## src/rtl/core/acre_pkg.sv

```systemverilog
// ----------------------------------------------------------------------------
// Adaptive context range encoder package
// Shared types and constants for the controller and the datapath.
// ----------------------------------------------------------------------------
package acre_pkg;

    localparam int unsigned SymW   = 8;
    localparam int unsigned CtxW   = 8;
    localparam int unsigned HistW  = 16;
    localparam int unsigned WordW  = 32;
    localparam int unsigned CntW   = 16;
    localparam int unsigned DivW   = 5;
    localparam int unsigned IterW  = 3;

    localparam logic [WordW-1:0] TopByteLim = 32'h0100_0000;
    localparam logic [WordW-1:0] RangeInit  = 32'hffff_ffff;
    localparam logic [HistW-1:0] HistInit   = 16'hffff;
    localparam logic [SymW-1:0]  SuccInit   = 8'hff;
    localparam logic [CntW-1:0]  CountInit  = 16'h0001;
    localparam logic [CntW-1:0]  TotalInit  = 16'h0100;
    localparam logic [CntW-1:0]  TotalMax   = 16'hffff;
    localparam logic [HistW-1:0] ClrLast    = 16'hffff;
    localparam logic [DivW-1:0]  DivLast    = 5'd31;
    localparam logic [IterW-1:0] NormCap    = 3'd4;
    localparam logic [IterW-1:0] NormLastIt = 3'd3;
    localparam logic [SymW-1:0]  SweepLast  = 8'hff;

    typedef enum logic [15:0] {
        S_CLR   = 16'h0001,
        S_IDLE  = 16'h0002,
        S_CTX   = 16'h0004,
        S_TOT   = 16'h0008,
        S_NORM  = 16'h0010,
        S_DIV   = 16'h0020,
        S_CUM   = 16'h0040,
        S_CWAIT = 16'h0080,
        S_MUL   = 16'h0100,
        S_UPD   = 16'h0200,
        S_RESC  = 16'h0400,
        S_RWAIT = 16'h0800,
        S_FIN   = 16'h1000,
        S_MULE  = 16'h2000,
        S_ADDE  = 16'h4000,
        S_FLUSH = 16'h8000
    } t_state;

    typedef struct packed {
        logic clr_step;
        logic ld_item;
        logic ld_ctx;
        logic ld_tot;
        logic norm_shift;
        logic div_start;
        logic div_step;
        logic cum_start;
        logic cum_step;
        logic mul_sym;
        logic mul_end;
        logic upd_sym;
        logic resc_start;
        logic resc_step;
        logic fin;
        logic add_end;
        logic flush_shift;
    } t_cmd;

    typedef struct packed {
        logic clr_last;
        logic clr_done;
        logic is_end;
        logic out_free;
        logic norm_more;
        logic div_last;
        logic cum_last;
        logic tot_max;
        logic resc_last;
        logic flush_last;
    } t_stat;

    function automatic logic norm_cond(input logic [WordW-1:0] low,
                                       input logic [WordW-1:0] rng,
                                       input logic [CntW-1:0]  tot);
        logic [WordW-1:0] hi;
        hi = low + rng;
        return ((low ^ hi) < TopByteLim) || (rng < {{(WordW-CntW){1'b0}}, tot});
    endfunction

endpackage

```

## src/rtl/core/acre_ctrl.sv

```systemverilog
// ----------------------------------------------------------------------------
// Adaptive context range encoder controller
// Sequences the clearing pass and the coding steps of one item.
// ----------------------------------------------------------------------------
module acre_ctrl import acre_pkg::*; (
    input  logic  i_clk,
    input  logic  i_rst_n,
    input  logic  i_in_valid,
    output logic  o_in_ready,
    input  t_stat i_stat,
    output t_cmd  o_cmd
);

    t_state r_state;
    t_state n_state;

    always_ff @(posedge i_clk) begin
        if (!i_rst_n) begin
            r_state <= S_CLR;
        end else begin
            r_state <= n_state;
        end
    end

    assign o_in_ready = (r_state == S_IDLE) && i_stat.clr_done;

    always_comb begin
        n_state = r_state;
        o_cmd   = '0;
        case (r_state)
            S_CLR: begin
                o_cmd.clr_step = 1'b1;
                if (i_stat.clr_last) begin
                    n_state = S_IDLE;
                end
            end
            S_IDLE: begin
                if (i_in_valid && o_in_ready) begin
                    o_cmd.ld_item = 1'b1;
                    n_state = S_CTX;
                end
            end
            S_CTX: begin
                o_cmd.ld_ctx = 1'b1;
                n_state = S_TOT;
            end
            S_TOT: begin
                o_cmd.ld_tot = 1'b1;
                n_state = S_NORM;
            end
            S_NORM: begin
                if (i_stat.norm_more) begin
                    o_cmd.norm_shift = i_stat.out_free;
                end else begin
                    o_cmd.div_start = 1'b1;
                    n_state = S_DIV;
                end
            end
            S_DIV: begin
                o_cmd.div_step = 1'b1;
                if (i_stat.div_last) begin
                    if (i_stat.is_end) begin
                        n_state = S_MULE;
                    end else begin
                        o_cmd.cum_start = 1'b1;
                        n_state = S_CUM;
                    end
                end
            end
            S_CUM: begin
                o_cmd.cum_step = 1'b1;
                if (i_stat.cum_last) begin
                    n_state = S_CWAIT;
                end
            end
            S_CWAIT: begin
                n_state = S_MUL;
            end
            S_MUL: begin
                o_cmd.mul_sym = 1'b1;
                n_state = S_UPD;
            end
            S_UPD: begin
                o_cmd.upd_sym = 1'b1;
                if (i_stat.tot_max) begin
                    o_cmd.resc_start = 1'b1;
                    n_state = S_RESC;
                end else begin
                    n_state = S_FIN;
                end
            end
            S_RESC: begin
                o_cmd.resc_step = 1'b1;
                if (i_stat.resc_last) begin
                    n_state = S_RWAIT;
                end
            end
            S_RWAIT: begin
                n_state = S_FIN;
            end
            S_FIN: begin
                o_cmd.fin = 1'b1;
                n_state = S_IDLE;
            end
            S_MULE: begin
                o_cmd.mul_end = 1'b1;
                n_state = S_ADDE;
            end
            S_ADDE: begin
                o_cmd.add_end = 1'b1;
                n_state = S_FLUSH;
            end
            S_FLUSH: begin
                if (i_stat.out_free) begin
                    o_cmd.flush_shift = 1'b1;
                    if (i_stat.flush_last) begin
                        n_state = S_IDLE;
                    end
                end
            end
            default: begin
                n_state = S_CLR;
            end
        endcase
    end

endmodule

```

## config.mk

```make
export PLATFORM = sky130hd
export DESIGN_NAME = acre_ctrl
export DESIGN_NICKNAME = d
export VERILOG_FILES = /design/src/rtl/core/acre_pkg.sv /design/src/rtl/core/acre_ctrl.sv
export SDC_FILE = /design/constraint.sdc
export NUM_CORES = 1
export LEC_CHECK = 0
export ABC_AREA = 0
export BUFFER_PORTS_ARGS = -buffer_cell sky130_fd_sc_hd__buf_4
export CORE_AREA = 2 2 56 53
export CTS_CLUSTER_DIAMETER = 30
export DETAILED_ROUTE_END_ITERATION = 8
export DIE_AREA = 0 0 58 55
export GPL_TIMING_DRIVEN = 0
export PLACE_DENSITY = 0.72
export SLEW_MARGIN = 20
export SYNTH_ARGS = -nofsm -noshare
export SYNTH_HDL_FRONTEND = slang
export SYNTH_SLANG_ARGS = --single-unit
```

## constraint.sdc

```tcl
create_clock -name i_clk -period 1.77 [get_ports i_clk]
set_input_delay 0.0885 -clock i_clk [delete_from_list [all_inputs] [get_ports i_clk]]
set_output_delay 0.0885 -clock i_clk [all_outputs]
set_load 0.05 [all_outputs]
```

== Word level (Yosys, flattened, before mapping) ==
Index checks and enable logic that the tools add are counted.

* Output and inout bits: 18
* Word-level logic and storage cells: 60
* Input port bits: 13
* Bits in registers: 16

* Multiplexer cells: 32
* Equal/unequal tests: 24
* Reductions and logical operators: 3

{| class="wikitable"
|+ Operator list
! cell !! number
|-
| case mux 16 bit (16 select lines) || 1
|-
| 2-to-1 mux 16 bit || 8
|-
| 2-to-1 mux 1 bit || 18
|-
| == test 16 x 1 -> 1 bit, second input constant || 1
|-
| == test 16 x 10 -> 1 bit, second input constant || 1
|-
| == test 16 x 11 -> 1 bit, second input constant || 1
|-
| == test 16 x 12 -> 1 bit, second input constant || 1
|-
| == test 16 x 13 -> 1 bit, second input constant || 1
|-
| == test 16 x 14 -> 1 bit, second input constant || 1
|-
| == test 16 x 15 -> 1 bit, second input constant || 1
|-
| == test 16 bit, second input constant || 1
|-
| == test 16 x 2 -> 1 bit, second input constant || 1
|-
| == test 16 x 3 -> 1 bit, second input constant || 1
|-
| == test 16 x 4 -> 1 bit, second input constant || 1
|-
| == test 16 x 5 -> 1 bit, second input constant || 1
|-
| == test 16 x 6 -> 1 bit, second input constant || 1
|-
| == test 16 x 7 -> 1 bit, second input constant || 1
|-
| == test 16 x 8 -> 1 bit, second input constant || 1
|-
| == test 16 x 9 -> 1 bit, second input constant || 1
|-
| 2-to-1 mux 14 bit || 1
|-
| inequality test 2 bit, second input constant || 7
|-
| 2-to-1 mux 13 bit || 1
|-
| AND reduction 8 bit || 1
|-
| 2-to-1 mux 2 bit || 3
|-
| other kinds (2) || 3
|}

== Longest topological paths before layout ==
* Word-level depth: 5
* Mapped depth: 6
* Gate-level depth less buffers: 5

== Worst setup path after synthesis ==
No wires, ideal clock.

* Path type: register -> register
* Start: reg r_state[0]
* End: reg r_state[15]
* Library setup time: 0.073 ns
* Path buffers: 1
* Data required time: 1.697 ns
* Stages on the path, launching flop included: 7
* Arrival time: 2.463 ns
* Path slack: -0.765 ns
* Clock period less this slack: 2.535 ns
* Path through: dfxtp_1 > buf_2 > nor4_4 > nand4_1 > nor3b_1 > nor2_1 > a21oi_1

* Cells in the longest elaborated chain, start to end: 5
* Elaborated cells between the ends (all ways): 28
* Those cells by class: eq/ne: 24; mux: 1; reduce/logical: 3

{| class="wikitable"
|+ Ends and longest elaborated chain
! element !! RTL line !! source
|-
| start: declaration || acre_ctrl.sv:14 || <nowiki>t_state r_state;</nowiki>
|-
| start signal: assignment || acre_ctrl.sv:21 || <nowiki>r_state <= n_state;</nowiki>
|-
| == test 16 x 2 -> 1 bit || acre_ctrl.sv:25, acre_ctrl.sv:30 ||
|-
| logical AND 1 bit || acre_ctrl.sv:25 || <nowiki>assign o_in_ready = (r_state == S_IDLE) && i_stat.clr_done;</nowiki>
|-
| logical AND 1 bit || acre_ctrl.sv:38 || <nowiki>if (i_in_valid && o_in_ready) begin</nowiki>
|-
| inequality test 2 x 1 -> 1 bit (no line) || -- ||
|-
| AND reduction 8 bit (no line) || -- ||
|}

Several ways; a longest one is shown, not always the timed one.
A chain may end at the register's enable or synchronous reset.

==> out/metrics.cfg <==
[status]
status = finished, violations left
violations = negative setup slack

[final_layout]
largest_reg_flops = 16
layout.nets = 235
largest-register = r_state
diodes = 0
area_delta_synth_final_pct = 108
fill_cells = 105
fin_area_mm2 = 0.00238
finish.utilization_pct = 91.0
largest_registers = r_state (16)
drive_gt1_share_pct = 70.1

[worst_setup_path]
crit_fanout = 4
critPathKind = reg -> out
ff2ff_path_depth = 8
cp_cell_sequence = nor4_4, buf_4, nand4_1, nor3b_2, and3_4, buf_8
slowest_stage = dfxtp_4
worstPathArrival_ns = 2.00
max_stage_delay_ns = 0.38
cp.required_ns = 1.68
end_kind = output port
critPathLaunchType = register

[die]
die_x_um = 58
io_pins = 31
dieHeight_um = 55
initial_utilization_pct = 43.7
dieArea_mm2 = 0.00319
rows = 18
core_mm2 = 0.00261

[route]
drc = 0
vias_per_cell = 6.51
drt_iter0_markers = 106
wl_per_cell_um = 24.1
drtPass1Iterations = 5
via_count = 1634
drt_wl_total_um = 6060
drt.antenna.violating_nets = 0

[timing]
drv_slew = 0
max_clock_freq_mhz = 478
hold_viol = 0
final.setup.worst_slack_ns = -0.321
worst_pin_slew_ns = 0.448
fin_hold_ws_ns = 0.0239
final.min_clock_period_ns = 2.09
clock_skew_ns = 0.0160
setup_viol = 29
rsz0062_at_grt = true
period_share_pct = 118
max-slew-margin-rel_pct = 70.0

[min_path]
hp-class = in -> reg
hold_depth = 3

[synthesis]
syn_inst = 141
synthFlopType = dfxtp_1
synthesis.nets = 154
syn-cell-area_mm2 = 0.00114
synth_edf_count = 0
synth_seq_cells = 16
syn_area_per_cell_um2 = 8.10
async_reset_ff_share_pct = 0
ys_seq_area_share_pct = 28.0
yosysUniqueCellTypes = 45
yosys_warnings = 0

[clock_network]
cts-buffers-inserted = 3
cts-root-buf = clkbuf_4
htree_levels = 1
clock_path_buffers = 2
cts_tree = built
clk_latency_ns = 0.32
cts.clk_slew.worst_paths_ns = 0.12
clock-sinks = 16

[place]
gp_congestion = 0.865
hpwl_um = 2500
portBuffers = 30
place_ws_ns = -0.450
place_area_mm2 = 0.00153

[power_and_ir_drop]
p_sw_share_pct = 36.3
p_int_uw = 721
seqPwrFrac_pct = 32.0
p_per_area_mw_per_mm2 = 476
p_sw_uw = 411
ir_worst_vdd_mv = 0.626
p_leak_uw = 0.000964
power_frac_clock_pct = 23.6
pwr-share-comb_pct = 44.4

[global_routing]
antenna_found_initial = 0
grt-ovfl-total = 0
grt_max_degree = 10
grt_pass1_vias = 1494
grt_pass1_wl_um = 7640
track_usage_pct = 33.5

[run]
drv_cap = 0

## through the flow
stage,setup TNS [ns],total power [uW],std cells
global placement,-4.15,619,201
finish,-6.40,1130,251
floorplan,-1.89,551,141
global route,-7.94,1150,251
detailed placement,-4.62,621,201
CTS,-4.21,1010,237
## layer usage
metal / part of all wire (%) / track usage [%] / up-vias
met4: 5.4 / 16.3 / 0
met3: 8.9 / 5.58 / 35
met2: 49 / 59.7 / 127
met1: 37 / 39.8 / 778
met5: 0 / 0 / -
li1: - / - / 694
## cell type report
| class | instances | area (um^2) | area share (%) |
|---|---|---|---|
| clock buffers | 4 | 36.3 | 1.53 |
| inverters | 2 | 7.51 | 0.316 |
| multi-input cells | 117 | 1160 | 48.9 |
| well taps | 30 | 37.5 | 1.58 |
| plain buffers | 1 | 15.0 | 0.632 |
| repair buffers | 81 | 751 | 31.6 |
| flip-flops and latches | 16 | 368 | 15.5 |
## placed cells by master, fill, tap and decap left out, drive strengths merged, types with 2 or more instances in the layout
cell and n:
nand3 4, dfxtp 16, nor4 8, nand3b 4, and2 7, a221oi 2, nor2 17, nor3 8
o21ai 4, clkbuf 4, a21oi 7, buf 82, xor2 4, or4 4, inv 2, nor2b 2
and3 4, nor3b 5, nand4 4, nand2 13, nand2b 3
## critical path: cells and delay by family (launching register included)
kind                   cells  cell delay, ns
buffers and inverters      2            0.33
AND/OR/NAND/NOR            4            0.96
flip-flops                 1            0.38
## cells by family after synthesis
group	count (synthesis)	synth area share, %
compound gates	24	16.8
xor+xnor	5	3.83
buf+inv	9	4.05
flops	16	28.0
mux	1	0.876
simple gates	86	46.4
## synthesized netlist by cell type (all sizes together) (5+ instances only)
cell type	count	area share (%)
buf	6	3.1
nor3b	5	3.3
dfxtp	16	28
nor2	17	5.6
and2	7	3.8
a21oi	7	3.1
nand2	13	4.5
nor3	8	3.5
nor4	8	9.4
## final timing paths
check                     end         from  slack (ns)
setup / recovery    o_cmd[15]  r_state[12]       -0.32
hold / removal    r_state[11]    i_stat[1]        0.02
setup reg to reg   r_state[1]  r_state[11]       -0.25
hold reg to reg   r_state[14]  r_state[14]        0.65
## power by group through the flow
stage / clock network (uW) / registers, uW / logic (uW)
detailed placement: 0 / 383 / 238
global route: 271 / 363 / 518
finish: 267 / 363 / 502
floorplan: 0 / 382 / 169
global placement: 0 / 383 / 236
CTS: 258 / 362 / 388
## what timing repair did
item,in CTS,in global routing
gates cloned,1,0
resized for setup,85,29
hold buffers,0,0
setup buffers,37,14
pin swaps,33,27
endpoints found under the setup margin,30,30
No activity file was read; power rests on OpenSTA's default activity.
